`config.mk`:
```
export PLATFORM = sky130hd
export DESIGN_NAME = uih_queue
export DESIGN_NICKNAME = d
export VERILOG_FILES = /design/src/rtl/core/uih_pkg.sv /design/src/rtl/core/uih_queue.sv
export SDC_FILE = /design/constraint.sdc
export NUM_CORES = 1
export LEC_CHECK = 0
export ABC_AREA = 1
export BUFFER_PORTS_ARGS = -buffer_cell sky130_fd_sc_hd__buf_2
export CORE_MARGIN = 3
export CORE_UTILIZATION = 56
export DETAILED_ROUTE_END_ITERATION = 10
export HOLD_SLACK_MARGIN = 0.03
export PLACE_DENSITY = 0.85
export SYNTH_ARGS = -nofsm -noshare
export SYNTH_HDL_FRONTEND = slang
export SYNTH_SLANG_ARGS = --single-unit
```
`constraint.sdc`:
```
create_clock -name clk -period 11.9 [get_ports clk]
set_input_delay 2.38 -clock clk [delete_from_list [all_inputs] [get_ports clk]]
set_output_delay 2.38 -clock clk [all_outputs]
set_load 0.005 [all_outputs]
```
`src/rtl/core/uih_pkg.sv`:
```
// Shared types and constants for the update-interval histogram.
// Holds field widths, request/status codes, the queue entry and state enums.
// No dependencies.
package uih_pkg;

	localparam int ADDR_W   = 23;
	localparam int BIN_W    = 15;
	localparam int REGION_W = 20;
	localparam int TS_W     = 32;
	localparam int COUNT_W  = 32;
	localparam int TOTAL_W  = 40;
	localparam int SUM_W    = 48;
	localparam int CFG_W    = 11;
	localparam int STATUS_W = 3;
	localparam int IVAL_W   = 15;
	localparam int PCNT_W   = 10;

	localparam logic [CFG_W-1:0] PPB_RESET = 11'd256;
	localparam logic [CFG_W-1:0] PPB_MAX   = 11'd1024;
	localparam logic [CFG_W-1:0] PPB_MIN   = 11'd1;
	localparam logic [TS_W-1:0]  TS_RESET  = 32'd1;

	localparam logic [1:0] REQ_WRITE = 2'd0;
	localparam logic [1:0] REQ_READ  = 2'd1;
	localparam logic [1:0] REQ_CLEAR = 2'd2;

	localparam logic [STATUS_W-1:0] ST_RECORDED = 3'd0;
	localparam logic [STATUS_W-1:0] ST_FIRST    = 3'd1;
	localparam logic [STATUS_W-1:0] ST_IGNORED  = 3'd2;
	localparam logic [STATUS_W-1:0] ST_READ     = 3'd3;
	localparam logic [STATUS_W-1:0] ST_CLEARED  = 3'd4;

	typedef enum logic [1:0] {
		OP_WRITE,
		OP_READ,
		OP_CLEAR,
		OP_IGNORE
	} op_t;

	typedef struct packed {
		op_t                 op;
		logic [REGION_W-1:0] region;
		logic [BIN_W-1:0]    bin;
		logic [TS_W-1:0]     ts;
	} queue_entry_t;

	typedef enum logic [1:0] {
		BK_SWEEP,
		BK_IDLE,
		BK_LOOKUP,
		BK_COUNT
	} back_state_t;

endpackage

```
`src/rtl/core/uih_queue.sv`:
```
// Two-entry queue of classified items between the front and back ends.
// Depends on uih_pkg for the entry type.
module uih_queue (
	input  logic                  clk,
	input  logic                  arst_n,
	input  logic                  push_valid,
	output logic                  push_ready,
	input  uih_pkg::queue_entry_t push_entry,
	output logic                  pop_valid,
	input  logic                  pop_ready,
	output uih_pkg::queue_entry_t pop_entry
);

	localparam int DEPTH = 2;

	uih_pkg::queue_entry_t entries_q [DEPTH];
	logic                  wr_ptr_q;
	logic                  rd_ptr_q;
	logic [1:0]            count_q;
	logic                  do_push;
	logic                  do_pop;

	assign push_ready = count_q != 2'(DEPTH);
	assign pop_valid  = count_q != 2'd0;
	assign pop_entry  = entries_q[rd_ptr_q];
	assign do_push    = push_valid && push_ready;
	assign do_pop     = pop_valid && pop_ready;

	always_ff @(posedge clk or negedge arst_n) begin
		if (!arst_n) begin
			wr_ptr_q <= 1'b0;
			rd_ptr_q <= 1'b0;
			count_q  <= 2'd0;
		end else begin
			if (do_push) begin
				wr_ptr_q <= !wr_ptr_q;
			end
			if (do_pop) begin
				rd_ptr_q <= !rd_ptr_q;
			end
			if (do_push && !do_pop) begin
				count_q <= count_q + 2'd1;
			end else if (do_pop && !do_push) begin
				count_q <= count_q - 2'd1;
			end
		end
	end

	always_ff @(posedge clk) begin
		if (do_push) begin
			entries_q[wr_ptr_q] <= push_entry;
		end
	end

endmodule

```
==> results list <==
- In this run, synthesis produced a sequential element count of between 100 and 150.
* Largest voltage drop on the vdd net: 0.0001435 V
* Final count of hold timing violations: 0
- Reg-to-Reg End: entries_q[1][49]
- Total area of sequential cells: between 0.004 and 0.005 mm²
* Clock slew seen by the registers of the worst setup and hold paths: about 60 ps
- After legalization and detailed placement, the total HPWL measured 6529 µm.
- Proportion of synthesized chip area in sequential cells: 0.8099
- Compared with the post-synthesis result, the final layout area differs by 25.84%.
- Start point of the critical path: rd_ptr_q
- Setup repair after global routing missed its margin: false
- Summed over all layers, the global routing overflow is 0.
- The layout has approximately 560 filler cells.
* Clock buffers created by TritonCTS: 17
* Initial standard-cell utilization of the core: 0.5894
- After synthesis the cells add up to 0.005240 mm².
* Max-slew violations: 0
- Measured against its own limit, the worst slew margin works out to 0.2503.
- The library cell used most frequently in the layout, excluding fill and tap cells, is sky130_fd_sc_hd__nand2_1.
- Total internal power: 1158 µW
- Average footprint of a synthesized cell: 13.47 µm²
- Of the total power, the share spent switching nets is 0.3050.
- Kind of cell with the highest combined delay on the critical path: buffers and inverters
* Slew at the pin with the worst max-slew slack: 1122 ps
* Post-CTS setup repair buffer count: 0
* Sink Count: between 100 and 150
- Area of the multi-input gates: a little under 900 µm²
- At the worst endpoint, the required time is 9520 ps.
- Clock tree synthesis selected as its root buffer the cell sky130_fd_sc_hd__clkbuf_8.
* I/O pin total: 144
- Placeable core region: 0.008891 mm²
- Fin crit share: 0.4105
* Critical-path top delay cell: sky130_fd_sc_hd__dfrtp_2
- For hold timing, the worst endpoint is count_q[1].
* Total setup violations reported at the end of the flow: 0
* Type of the worst setup path: reg -> out
- Kind of launch point of the worst setup path: flop
* Data arrival at the endpoint of the critical path: around 2500 ps
* Sequential power share: 0.436
* Post-CTS Hold Buffers: 0
* Slack of the worst reg-to-reg path: 9410 ps
- Source of the worst hold timing path: count_q[1]
* Overall via count from detail_route: 3286
* Maximum clock rate: around 200 MHz
- Synthesis instantiated 14 different standard cells from the library.
* Remaining routing DRC violations: 0
- For this design the total switching power over the nets is 508.1 µW.
- DR WL/cell: between 15 and 20 µm
* Number of antenna-violating nets in the routed design: 0
* Detailed Route Iter0 Violations: 163
- On the final layout, the worst clock skew is 8.047 ps.
- The die is 102.7 µm tall.
- Worst Hold Slack: 514.8 ps
- The tightest min-delay check is of the reg -> reg type.
- Counting every net in the synthesized netlist gives 463.
* Synth warn: 0
* Die boundary width: 102.7 µm
- Pwr dens: 252.7 mW/mm²
- Hold depth: 2
- Max-cap violations: 0
* Endpoint type of the worst setup path: output port
* Most frequent cells in the layout: 217 x sky130_fd_sc_hd__nand2_1, 143 x sky130_fd_sc_hd__buf_2, 138 x sky130_fd_sc_hd__edfxtp_1
- FF-to-FF path depth: 5
- At the end of routability-driven placement, the weighted congestion stood at 0.7596.
- In this run the critical register-to-register path is launched from count_q[0].
* Most used cell, CP: sky130_fd_sc_hd__nand2_1
- In this run the tool buffered the top-level ports with ~140 buffer cells.
- Clock tree from TritonCTS: yes
* Combinational share of power: 0.266
* Clock insertion delay at the later pin of the skew report: 500 ps
* Static power due to leakage: 0.002883 µW
- Delay of the slowest critical-path stage: approximately 630 ps
* Worst-path maximum fanout: 70
* Share of total power in the clock network: 0.298
- Detailed Routing Iterations Pass 1: 5
- In the final layout, the share of cells above drive strength 1 is 0.3242.
- The via count of the first global-routing pass came to 3145.
- Fin crit period: between 4000 and 5000 ps
- Post-Syn Instances: 389
* Cell chain of the critical path: buf_4 -> inv_4 -> nand2_1 -> nand2_1 -> buf_2
* Drt total wl: 10100 µm
- Number of antenna repair diodes: 0
- Run status: completed
- The die covers ~0.011 mm².
- Number of antenna violations at the first check in global routing: 0
- The first global-routing pass estimated 14960 µm of wire.
- Sum Neg Setup Slack: 0 ps
- Resized cells post-CTS: 0
- The number of buffers and inverters on the critical path is 3.
- Average vias per placed instance: 5.002
- No sink is reached through more buffers than the 2 on the longest clock path.
- H-tree levels: 4
* Global-route usage over all layers: 0.1931
- In this run the core area contains 34 standard-cell rows.
- Entering global routing, the biggest net connects 71 pins.
* Final #Nets: 613
[cells in the mapped netlist]
cell	instances	area [µm²]
sky130_fd_sc_hd__nand2_1	217	814.5
sky130_fd_sc_hd__inv_1	6	22.52
sky130_fd_sc_hd__buf_6	1	11.26
sky130_fd_sc_hd__xnor2_1	1	8.760
sky130_fd_sc_hd__buf_2	7	35.03
sky130_fd_sc_hd__inv_4	1	6.260
sky130_fd_sc_hd__dfrtp_1	4	100.1
sky130_fd_sc_hd__ha_1	1	12.51
sky130_fd_sc_hd__nand3_1	2	10.01
sky130_fd_sc_hd__buf_4	7	52.55
sky130_fd_sc_hd__nand4_1	1	6.260
sky130_fd_sc_hd__nor2_1	2	7.510
sky130_fd_sc_hd__edfxtp_1	138	4144
sky130_fd_sc_hd__xor2_1	1	8.760
[flip-flops by register name (all words and copies together), names as in the netlist]
signal	flops
count_q	2
wr_ptr_q	1
rd_ptr_q	1
entries_q	138
[worst min-delay path, stage by stage, from the launching register on]
cell and delay, ps:
sky130_fd_sc_hd__dfrtp_1 370, sky130_fd_sc_hd__nand2_1 60, sky130_fd_sc_hd__nand2_1 50
[stage by stage]
stage / instances / instance area (µm²) / worst slack (ps) / total power, µW / util
floorplan: 389 / 5240 / 6033 / 997.7 / -
global placement: 628 / 6031 / 7451 / 1168 / 0.6783
detailed placement: 628 / 6031 / 7457 / 1186 / 0.6783
CTS: 657 / 6594 / 6974 / 1687 / 0.7416
global route: 657 / 6594 / 6848 / 1763 / 0.7416
finish: 657 / 6594 / 7015 / 1666 / 0.7416
[final cells by class]
| cell class | count | area share |
|---|---|---|
| clock inverters | 12 | 0.02258 |
| well taps | 108 | 0.02049 |
| multi-input cells | 225 | 0.1340 |
| flip-flops and latches | 142 | 0.6438 |
| clock buffers | 17 | 0.06281 |
| repair buffers | 146 | 0.1120 |
| inverters | 7 | 0.004364 |
[cells by family (layout without fill, tap and decap cells)]
logic type / Yosys count / in the layout / synth area share
xor gates and xnor gates: 2 / 2 / 0.003343
buffers and inverters: 22 / 182 / 0.02435
and+or+nand+nor: 222 / 222 / 0.1600
adders and majority gates: 1 / 1 / 0.002387
DFF: 142 / 142 / 0.8099
[power by group through the flow]
stage	logic, µW	registers, µW	clock network, µW
4_1_cts	455	727	506
5_1_grt	502	736	525
3_3_place_gp	439	729	0
6_report	443	726	497
3_5_place_dp	451	735	0
2_1_floorplan	272	726	0
[layer usage]
metal / vias to the layer above / track usage / share of wire
met5: - / 0 / 0
met4: 0 / 0.08267 / 0.012
met3: 14 / 0.06834 / 0.090
met2: 155 / 0.3118 / 0.50
met1: 1509 / 0.2386 / 0.40
li1: 1608 / - / -
[worst max path at each step]
stage / end / slack (ps) / cells past startpoint
finish: pop_entry[7] / 7010 / 5
global route: pop_entry[42] / 6850 / 5
CTS: pop_entry[7] / 6970 / 5
detailed placement: entries_q[1][52] / 7460 / 4
global placement: entries_q[1][7] / 7450 / 4
floorplan: entries_q[0][0] / 6030 / 2
(Power assumes the default switching activity.)
