<file path="src/rtl/core/uih_pkg.sv">
// Shared types and constants for the update-interval histogram.
// Holds field widths, request/status codes, the queue entry and state enums.
// No dependencies.
package uih_pkg;

	localparam int ADDR_W   = 23;
	localparam int BIN_W    = 15;
	localparam int REGION_W = 20;
	localparam int TS_W     = 32;
	localparam int COUNT_W  = 32;
	localparam int TOTAL_W  = 40;
	localparam int SUM_W    = 48;
	localparam int CFG_W    = 11;
	localparam int STATUS_W = 3;
	localparam int IVAL_W   = 15;
	localparam int PCNT_W   = 10;

	localparam logic [CFG_W-1:0] PPB_RESET = 11'd256;
	localparam logic [CFG_W-1:0] PPB_MAX   = 11'd1024;
	localparam logic [CFG_W-1:0] PPB_MIN   = 11'd1;
	localparam logic [TS_W-1:0]  TS_RESET  = 32'd1;

	localparam logic [1:0] REQ_WRITE = 2'd0;
	localparam logic [1:0] REQ_READ  = 2'd1;
	localparam logic [1:0] REQ_CLEAR = 2'd2;

	localparam logic [STATUS_W-1:0] ST_RECORDED = 3'd0;
	localparam logic [STATUS_W-1:0] ST_FIRST    = 3'd1;
	localparam logic [STATUS_W-1:0] ST_IGNORED  = 3'd2;
	localparam logic [STATUS_W-1:0] ST_READ     = 3'd3;
	localparam logic [STATUS_W-1:0] ST_CLEARED  = 3'd4;

	typedef enum logic [1:0] {
		OP_WRITE,
		OP_READ,
		OP_CLEAR,
		OP_IGNORE
	} op_t;

	typedef struct packed {
		op_t                 op;
		logic [REGION_W-1:0] region;
		logic [BIN_W-1:0]    bin;
		logic [TS_W-1:0]     ts;
	} queue_entry_t;

	typedef enum logic [1:0] {
		BK_SWEEP,
		BK_IDLE,
		BK_LOOKUP,
		BK_COUNT
	} back_state_t;

endpackage

</file>
<file path="src/rtl/core/uih_front.sv">
// Front end: accepts requests, keeps the page counter and block timestamp,
// finds the region by reciprocal multiply and classifies each item.
// Depends on uih_pkg.
module uih_front #(
	parameter int REGION_PAGES = 100,
	parameter int REGION_COUNT = 65536
) (
	input  logic                             clk,
	input  logic                             arst_n,
	input  logic                             cfg_we,
	input  logic [uih_pkg::CFG_W-1:0]        cfg_wdata,
	input  logic                             in_valid,
	output logic                             in_ready,
	input  logic [1:0]                       req_type,
	input  logic [uih_pkg::ADDR_W-1:0]       page_address,
	input  logic [uih_pkg::BIN_W-1:0]        bin_index,
	input  logic                             clearing,
	output logic                             push_valid,
	input  logic                             push_ready,
	output uih_pkg::queue_entry_t            push_entry
);

	// n / d == (n * m) >> s for every 23-bit n, with m = ceil(2^s / d)
	localparam int          SHIFT   = uih_pkg::ADDR_W + $clog2(REGION_PAGES);
	localparam logic [63:0] RECIP   = ((64'd1 << SHIFT) + 64'(REGION_PAGES) - 64'd1)
		/ 64'(REGION_PAGES);
	localparam int          M_W     = uih_pkg::ADDR_W + 1;
	localparam int          PROD_W  = uih_pkg::ADDR_W + M_W;
	localparam logic [M_W-1:0] RECIP_M = RECIP[M_W-1:0];

	logic [uih_pkg::CFG_W-1:0]  ppb_q;
	logic [uih_pkg::PCNT_W-1:0] pcnt_q;
	logic [uih_pkg::TS_W-1:0]   ts_q;

	logic                        valid_s1;
	logic [1:0]                  req_s1;
	logic [uih_pkg::ADDR_W-1:0]  addr_s1;
	logic [uih_pkg::BIN_W-1:0]   bin_s1;

	logic                        valid_s2;
	logic [1:0]                  req_s2;
	logic [PROD_W-1:0]           prod_s2;
	logic [uih_pkg::BIN_W-1:0]   bin_s2;
	logic [uih_pkg::TS_W-1:0]    ts_s2;

	logic                        advance_s2;
	logic [uih_pkg::CFG_W-1:0]   limit;
	logic [uih_pkg::CFG_W-1:0]   cnt_inc;
	logic [uih_pkg::PCNT_W-1:0]  pcnt_next;
	logic [uih_pkg::TS_W-1:0]    ts_next;
	logic [PROD_W-1:0]           quot_full;
	logic [uih_pkg::ADDR_W-1:0]  quot;
	logic                        in_range;

	assign advance_s2 = !valid_s2 || push_ready;
	assign in_ready   = (!valid_s1 || advance_s2) && !clearing;

	always_comb begin
		if (ppb_q == '0) begin
			limit = uih_pkg::PPB_MIN;
		end else if (ppb_q > uih_pkg::PPB_MAX) begin
			limit = uih_pkg::PPB_MAX;
		end else begin
			limit = ppb_q;
		end
		cnt_inc = {1'b0, pcnt_q} + 11'd1;
		if (cnt_inc >= limit) begin
			pcnt_next = '0;
			ts_next   = ts_q + 32'd1;
		end else begin
			pcnt_next = cnt_inc[uih_pkg::PCNT_W-1:0];
			ts_next   = ts_q;
		end
	end

	always_ff @(posedge clk or negedge arst_n) begin
		if (!arst_n) begin
			ppb_q    <= uih_pkg::PPB_RESET;
			pcnt_q   <= '0;
			ts_q     <= uih_pkg::TS_RESET;
			valid_s1 <= 1'b0;
			valid_s2 <= 1'b0;
		end else begin
			if (cfg_we) begin
				ppb_q <= cfg_wdata;
			end
			// drain stage 1 even while input is held off by a clearing pass
			if (!valid_s1 || advance_s2) begin
				valid_s1 <= in_valid && in_ready;
			end
			if (advance_s2) begin
				valid_s2 <= valid_s1;
			end
			// writes advance the counter in issue order, even ignored ones
			if (valid_s1 && advance_s2 && req_s1 == uih_pkg::REQ_WRITE) begin
				pcnt_q <= pcnt_next;
				ts_q   <= ts_next;
			end
		end
	end

	always_ff @(posedge clk) begin
		if (in_ready && in_valid) begin
			req_s1  <= req_type;
			addr_s1 <= page_address;
			bin_s1  <= bin_index;
		end
		if (advance_s2 && valid_s1) begin
			req_s2  <= req_s1;
			prod_s2 <= PROD_W'(addr_s1) * PROD_W'(RECIP_M);
			bin_s2  <= bin_s1;
			ts_s2   <= (req_s1 == uih_pkg::REQ_WRITE) ? ts_next : ts_q;
		end
	end

	always_comb begin
		quot_full = prod_s2 >> SHIFT;
		quot      = quot_full[uih_pkg::ADDR_W-1:0];
		in_range  = 32'(quot) < 32'(REGION_COUNT);
		push_entry.region = quot[uih_pkg::REGION_W-1:0];
		push_entry.bin    = bin_s2;
		push_entry.ts     = ts_s2;
		case (req_s2)
			uih_pkg::REQ_WRITE: begin
				push_entry.op = in_range ? uih_pkg::OP_WRITE : uih_pkg::OP_IGNORE;
			end
			uih_pkg::REQ_READ: begin
				push_entry.op = uih_pkg::OP_READ;
			end
			uih_pkg::REQ_CLEAR: begin
				push_entry.op = uih_pkg::OP_CLEAR;
			end
			default: begin
				push_entry.op = uih_pkg::OP_IGNORE;
			end
		endcase
	end

	assign push_valid = valid_s2;

endmodule

</file>
<file path="config.mk">
export PLATFORM = sky130hd
export DESIGN_NAME = uih_front
export DESIGN_NICKNAME = d
export VERILOG_FILES = /design/src/rtl/core/uih_pkg.sv /design/src/rtl/core/uih_front.sv
export SDC_FILE = /design/constraint.sdc
export NUM_CORES = 1
export LEC_CHECK = 0
export ABC_CLOCK_PERIOD_IN_PS = 9200
export BUFFER_PORTS_ARGS = -buffer_cell sky130_fd_sc_hd__buf_2
export CORE_UTILIZATION = 55
export CTS_BUF_LIST = sky130_fd_sc_hd__clkbuf_2 sky130_fd_sc_hd__clkbuf_4 sky130_fd_sc_hd__clkbuf_8
export CTS_CLUSTER_DIAMETER = 120
export DETAILED_ROUTE_END_ITERATION = 7
export GPL_TIMING_DRIVEN = 0
export PLACE_DENSITY = 0.81
export SLEW_MARGIN = 20
export SYNTH_ARGS = -nofsm -noshare
export SYNTH_HDL_FRONTEND = slang
export SYNTH_SLANG_ARGS = --single-unit
</file>
<file path="constraint.sdc">
create_clock -name clk -period 9.2 [get_ports clk]
set_clock_uncertainty 0.05 [all_clocks]
set_input_delay 1.38 -clock clk [delete_from_list [all_inputs] [get_ports clk]]
set_output_delay 1.38 -clock clk [all_outputs]
set_load 0.01 [all_outputs]
</file>
==> results.md, run 1 <==
* Die ar. at about 0.029 mm^2
* Switching Fraction at slightly below 50%
* Routed WL at roughly 32000 um
* Resize count post-CTS at 0
* Initial antenna violation count at 0
* Sw Pwr at between 0.002 and 0.003 W
* Chip height at about 170 um
* Largest net degree at the start of global routing at 56
* Post-synthesis cell type count at 54
* Global-route wire length before repair at ~54000 um
* Synth Area per Inst at between 10 and 15 um^2
* Site Rows at approximately 60
* Clock root buffer master: clkbuf_8
* Seq/Total Area, Yosys at 29.4%
* # setup viols final at 0
* Chip Width at about 170 um
* Setup Crit Path Kind: reg2reg
* Most frequent cells in the layout: inv_1 (328), ha_1 (255), fa_1 (194)
* IO Pins at 128
* Tmin final at 7.34 ns
* RSZ-0062 raised after global routing: false
* Dpl hpwl at about 27000 um
* Setup tns final at 0 ns
* Post-synthesis async set-or-reset flop share at approximately a third
* Placed inst area at 0.0167 mm^2
* Gp weighted congestion at 0.949
* Syn-to-layout area delta at 10.3%
* Starting Density at a little under three fifths
* Hold Path Class: reg2reg
* Mapped Cells at around 1400
* Pint at 0.00288 W
* Post-synth top area cell: fa_1
* Reg clk slew, reported paths at 0.09 ns
* Clock sink count at 161
* Relative max-transition margin at around 50%
* DR iter-0 viols at 436
* Worst setup path start: addr_s1[6]$_DFFE_PP_
* Nets@finish at a little over 2000
* Commonest non-fill, non-tap cell in the layout: inv_1
* GRT Total Usage at between 20% and 30%
* Post-route setup slack at 1.86 ns
* Post-layout instance area at roughly 0.017 mm^2
* Primary FF master, synth: edfxtp_1
* Port Buffers at roughly 120
* Via density at 5.16
* Cell Area, Synth at about 0.016 mm^2
* EDFF count, synth at between 100 and 150
* Status: finished, final reports clean
* TritonRoute pass-1 iters at 4
* Crit. End Element: register
* Setup repair bufs after CTS at 0
* # DRC at 0
* Clock Power Share at a little under a tenth
* Pre-CTS setup slack at between 1.5 and 2 ns
* Tcrit/Tclk final at between 70% and 80%
* Fin cells at 1900
* Slew Limit Fails at 0
* Worst-Skew Late Latency at ~0.48 ns
* WP data arrival at around 7.5 ns
* Flop pwr share at between 15 and 20%
* Vias post-DR at approximately 10000
* FILL cells at about 2200
* Hold violation total from the final report at 0
* Buffer depth of the longest clock path at 2
* Core Box Area at about 0.028 mm^2
* Yosys warning count at 0
* Hold buffers post-CTS at 0
* Hold_sp: bin_s1[7]$_DFFE_PP_
* Leak Pwr at around 8.6 nW
* WP data required at 9.36 ns
* Top cells by area, synth: fa_1 (25%), ha_1 (21%), edfxtp_1 (20%)
* CTS Buf Count at 17
* Comb power frac at between 70 and 80%
* FF-to-FF Start: addr_s1[6]$_DFFE_PP_
* Worst slew pin tran at about 0.73 ns
* Max-Cap Viols at 0
* Share of post-route cells with drive strength above 1 at a little over an eighth
* Post-detailed-route count of antenna-violating nets at 0
* Power density over cell area at roughly 330 mW/mm^2
* Fmax at about 0.14 GHz
* Crit path max fanout at 7
* Placed insts at roughly 1900
* Share of the synthesized area in the top cell type at ~25%
* CTS tree: done
* Number of H-tree levels at 4
* Gr ovfl total at 0
* #FFs+latches synth at ~160
* Peak VDD IR at 0.265 mV
* Number of global-route vias before repair at approximately 11000
* Worst Setup Start Kind: register
* Per-cell routed wire length at 17.0 um
* # diodes at 0
-- critical path, stage by stage, from the launching register on --
cell and delay, ns:
edfxtp_1 0.58, inv_1 0.16, fa_1 0.52, inv_1 0.08
fa_1 0.51, inv_1 0.05, fa_1 0.50, fa_1 0.52
inv_1 0.05, fa_1 0.39, fa_1 0.51, inv_1 0.06
fa_1 0.55, inv_1 0.05, ha_1 0.27, nand2_1 0.15
nor4_1 0.35, inv_1 0.11, a2111oi_2 0.49, o21ai_0 0.25
o21ai_2 0.35, a311o_1 0.27, a21oi_1 0.09, xnor2_1 0.15
-- per-stage QoR --
step                hold WS (ns)  util [%]  power, W
floorplan                  0.350         -   0.00397
finish                     0.365      61.7   0.00563
global route               0.375      61.7   0.00629
global placement           0.351      59.9   0.00487
CTS                        0.372      61.7   0.00565
detailed placement         0.362      60.3   0.00506
-- power by group through the flow --
| stage | logic (W) | registers (W) | clock network, W |
|---|---|---|---|
| 2_1_floorplan | 0.00294 | 0.00103 | 0 |
| 5_1_grt | 0.00472 | 0.00100 | 0.000564 |
| 6_report | 0.00411 | 0.000992 | 0.000533 |
| 3_3_place_gp | 0.00386 | 0.00101 | 0 |
| 3_5_place_dp | 0.00406 | 0.00101 | 0 |
| 4_1_cts | 0.00411 | 0.000992 | 0.000544 |
-- routing by layer --
layer  part of all wire [%]  global-route usage [%]  vias to the layer above  routed length (um)
met1                     41                    30.2                     4876               13400
met5                      0                       0                        -                   0
met2                     50                    42.1                      237               16100
met3                    6.7                    7.05                       46                2160
li1                       -                       -                     4651                   -
met4                    2.2                    6.89                        0                 715
-- cell type report --
type	count	area, um^2	area share, %
repair buffers	128	726	4.23
multi-input cells	861	9700	56.6
flip-flops and latches	161	4560	26.6
well taps	378	473	2.76
plain buffers	12	57.6	0.336
clock inverters	9	93.8	0.547
inverters	328	1230	7.18
clock buffers	23	298	1.74
-- registers in the layout (all words and copies together) (netlist names) --
register,cells
req_s2,2
bin_s1,15
bin_s2,15
valid_s1,1
pcnt_q,10
prod_s2,17
addr_s1,23
ts_s2,32
ppb_q,11
req_s1,2
ts_q,32
push_valid,1
-- cells by family (layout without fill, tap and decap cells) --
kind of cell             after synthesis  after routing  synth area share [%]
adder cells (fa/ha/maj)              449            449                  45.5
buffers and inverters                340            500                  8.30
AND/OR/NAND/NOR                      211            211                  6.86
flip-flops                           161            161                  29.4
AO/OA/AOI/OAI                         98             98                  4.09
XOR/XNOR                              89             89                  5.02
multiplexers                          11             11                 0.797
other                                  1              3                0.0241
-- final timing paths --
| check | endpoint | cells after the start | slack, ns |
|---|---|---|---|
| min in group asynchronous | ts_q[17]$_DFFE_PN0P_ | 1 | 0.90 |
| worst max register to register | prod_s2[46]$_DFFE_PP_ | 23 | 1.86 |
| max in group asynchronous | ts_q[4]$_DFFE_PN0P_ | 1 | 7.73 |
| worst min register to register | bin_s2[7]$_DFFE_PP_ | 0 | 0.37 |
| worst max-delay path | prod_s2[46]$_DFFE_PP_ | 23 | 1.86 |
| worst min-delay path | bin_s2[7]$_DFFE_PP_ | 0 | 0.37 |
-- cells in the mapped netlist (all sizes together) (22+ instances only) --
| cell | count |
|---|---|
| nand2 | 96 |
| nor3 | 22 |
| dfrtp | 53 |
| o21ai | 27 |
| ha | 255 |
| a21oi | 31 |
| fa | 194 |
| inv | 328 |
| xor2 | 22 |
| edfxtp | 106 |
| nor2 | 27 |
| xnor2 | 67 |
No activity file was read; power rests on OpenSTA's default activity.
==> run 2, diff against run 1 <==
- ABC_AREA: default -> 1
- ABC_CLOCK_PERIOD_IN_PS: 9200 -> 7000
- clock period: 9.2 -> 7 ns (I/O delays scaled with it)
==> run 2 against run 1 <==
Fmax rose by 14%. Routed wire length rose by 42%. Worst setup slack got worse by 1.3 ns. Synthesized cell count rose by 68%. Register-to-register slack got worse by 1.3 ns. Sequential cell count did not move. Clock-buffer cell count fell by 6. Largest cell class unchanged. Highest routed layer unchanged.
==> results.md, run 2 <==
* Gp weighted congestion at 0.995
* Hold Path Class: reg2reg
* Worst Path Buf+Inv at 7
* Chip Width at 186 um
* Share of the synthesized area in the top cell type at between 20% and 30%
* Syn-to-layout area delta at 8.81%
* Worst Setup Start Kind: register
* Max-Cap Viols at 0
* Status: finished, final reports clean
* Post-synthesis cell type count at 36
* Tcrit/Tclk final at between 90% and 100%
* Seq/Total Area, Yosys at between 20% and 30%
* Die ar. at ~0.035 mm^2
* Gr ovfl total at 0
* Commonest non-fill, non-tap cell in the layout: nand2_1
* Per-cell routed wire length at around 16 um
* Clock root buffer master: clkbuf_8
* EDFF count, synth at 106
* GRT Total Usage at between 20 and 30%
* Starting Density at roughly 57%
* Routed WL at 46000 um
* Worst slew pin tran at approximately 0.74 ns
* Cell Area, Synth at 0.0186 mm^2
* Post-synth top area cell: fa_1
* Synth Area per Inst at around 8.1 um^2
* Reg clk slew, reported paths at 0.14 ns
* Hold buffers post-CTS at 0
* RSZ-0062 raised after global routing: false
* Vias post-DR at 14646
* Slew Limit Fails at 0
* CP cell instances: inv_1 > fa_1 > inv_1 > fa_1 > inv_1 > fa_1 > fa_1 > inv_1 > fa_1 > fa_1 > inv_1 > fa_1 > inv_1 > ha_1 > nand2_1 > nor2_1 > nand2_1 > inv_1 > nand2_1 > nor2_1 > nand2_1 > nand4_1 > nand2_1
* Core Util, Final at 61.5%
* Number of H-tree levels at 4
* Dpl hpwl at slightly below 40000 um
* #FFs+latches synth at 161
* DR iter-0 viols at between 900 and 1000
* Crit path max fanout at 7
* Site Rows at 66
* Most frequent cells in the layout: nand2_1 (753), inv_1 (541), ha_1 (255)
* Number of global-route vias before repair at approximately 15000
* Primary FF master, synth: edfxtp_1
* Post-layout instance area at about 0.020 mm^2
* Largest net degree at the start of global routing at between 50 and 60
* CP peak stage delay at roughly 0.60 ns
* IO Pins at between 100 and 150
* CTS tree: done
* Setup Crit Path Kind: reg2reg
* Buffer depth of the longest clock path at 2
* # DRC at 0
* Placed inst area at between 0.015 and 0.02 mm^2
* # setup viols final at 0
* TritonRoute pass-1 iters at 5
* Nets@finish at approximately 2900
* WHS at ~0.35 ns
* Resize count post-CTS at 0
* Post-synth top cells: nand2_1 (753), inv_1 (542), ha_1 (255)
* Yosys warning count at 0
* WP data required at a little over 7 ns
* Port Buffers at around 120
* Hold violation total from the final report at 0
* Fmax at roughly 0.16 GHz
* Largest regs: ts_q: 32 flops, ts_s2: 32 flops, addr_s1: 23 flops
* Chip height at ~190 um
* Share of post-route cells with drive strength above 1 at under 10%
* Post-detailed-route count of antenna-violating nets at 0
* Core Box Area at approximately 0.033 mm^2
* Setup repair bufs after CTS at 0
* Top delay family on crit path: adder cells
* Via density at 5.06
* WP data arrival at 6.62 ns
* Crit. End Element: register
* Most frequent cell after synthesis: nand2_1
* Global-route wire length before repair at about 75000 um
* Initial antenna violation count at 1
* Post-synthesis async set-or-reset flop share at approximately a third
* Tmin final at 6.42 ns
* Clock sink count at 161
* Slowest CP cell: edfxtp_1
* Relative max-transition margin at between 50% and 60%
* Top cells by area, synth: fa_1 (21%), ha_1 (17%), edfxtp_1 (17%)
* CTS Buf Count at 17
* Worst-Skew Late Latency at around 0.51 ns
* Setup tns final at 0 ns
* Mapped Cells at 2289
run 2: cell types whose count changed after synthesis, sizes merged, moves of 7 or more:
cell,delta
a21o,-15
and3,-14
buf,+10
inv,+217
nand2,+664
nand3,+50
nand3b,+15
nor2,+117
nor2b,-7
nor3,-13
o21ai,-12
xnor2,-62
run 2: kinds of logic (layout without fill, tap and decap cells):
group	Yosys count	after routing	synth area share, %
and+or+nand+nor	1018	1018	22.2
buffers and inverters	573	731	11.8
adders and majority gates	449	449	38.1
DFF	161	161	24.6
AOI/OAI and AO/OA	53	53	1.58
xor gates and xnor gates	26	26	1.23
muxes	8	8	0.485
other	1	4	0.0202
run 2: worst register-to-register path: cells and delay by family (launching register included):
| kind | cells | cell delay, ns |
|---|---|---|
| adders and majority gates | 8 | 3.99 |
| buffers and inverters | 7 | 0.55 |
| DFF | 1 | 0.60 |
| and+or+nand+nor | 8 | 0.99 |
run 2: metal layers:
layer  GRT usage (%)  vias to the layer above  part of all wire (%)
li1                -                     7182                     -
met1            35.1                     6934                    41
met2            48.6                      433                    49
met3            5.67                       97                   6.2
met4            11.3                        0                   3.8
met5               0                        -                     0
run 2: final timing paths:
check | from | end | slack [ns] | cells past startpoint
max in group asynchronous | arst_n | pcnt_q[7]$_DFFE_PN0P_ | 5.84 | 1
setup / recovery | addr_s1[6]$_DFFE_PP_ | prod_s2[45]$_DFFE_PP_ | 0.58 | 23
min in group asynchronous | arst_n | ts_q[5]$_DFFE_PN0P_ | 0.54 | 1
setup reg to reg | addr_s1[6]$_DFFE_PP_ | prod_s2[45]$_DFFE_PP_ | 0.58 | 23
hold reg to reg | bin_s1[12]$_DFFE_PP_ | bin_s2[12]$_DFFE_PP_ | 0.35 | 0
hold / removal | bin_s1[12]$_DFFE_PP_ | bin_s2[12]$_DFFE_PP_ | 0.35 | 0
run 2: final cells by class:
class,count,area (um^2)
Clock inverter,15,165
Clock buffer,17,234
Sequential cell,161,4560
Timing Repair Buffer,126,663
Inverter,545,2050
Tap cell,442,553
Buffer,28,151
Multi-Input combinational cell,1557,11800
Antenna cell,1,2.50
Fill cell,2883,12700
run 2: per-stage QoR:
stage | std cells | worst slack (ns)
4_1_cts | 2891 | 0.593
3_3_place_gp | 2857 | 0.696
6_report | 2892 | 0.580
3_5_place_dp | 2859 | 0.676
2_1_floorplan | 2291 | 1.30
5_1_grt | 2892 | 0.228
Power of run 2 is not shown: default switching activity piles up to over one toggle a cycle in this logic, so the estimate is an artifact.
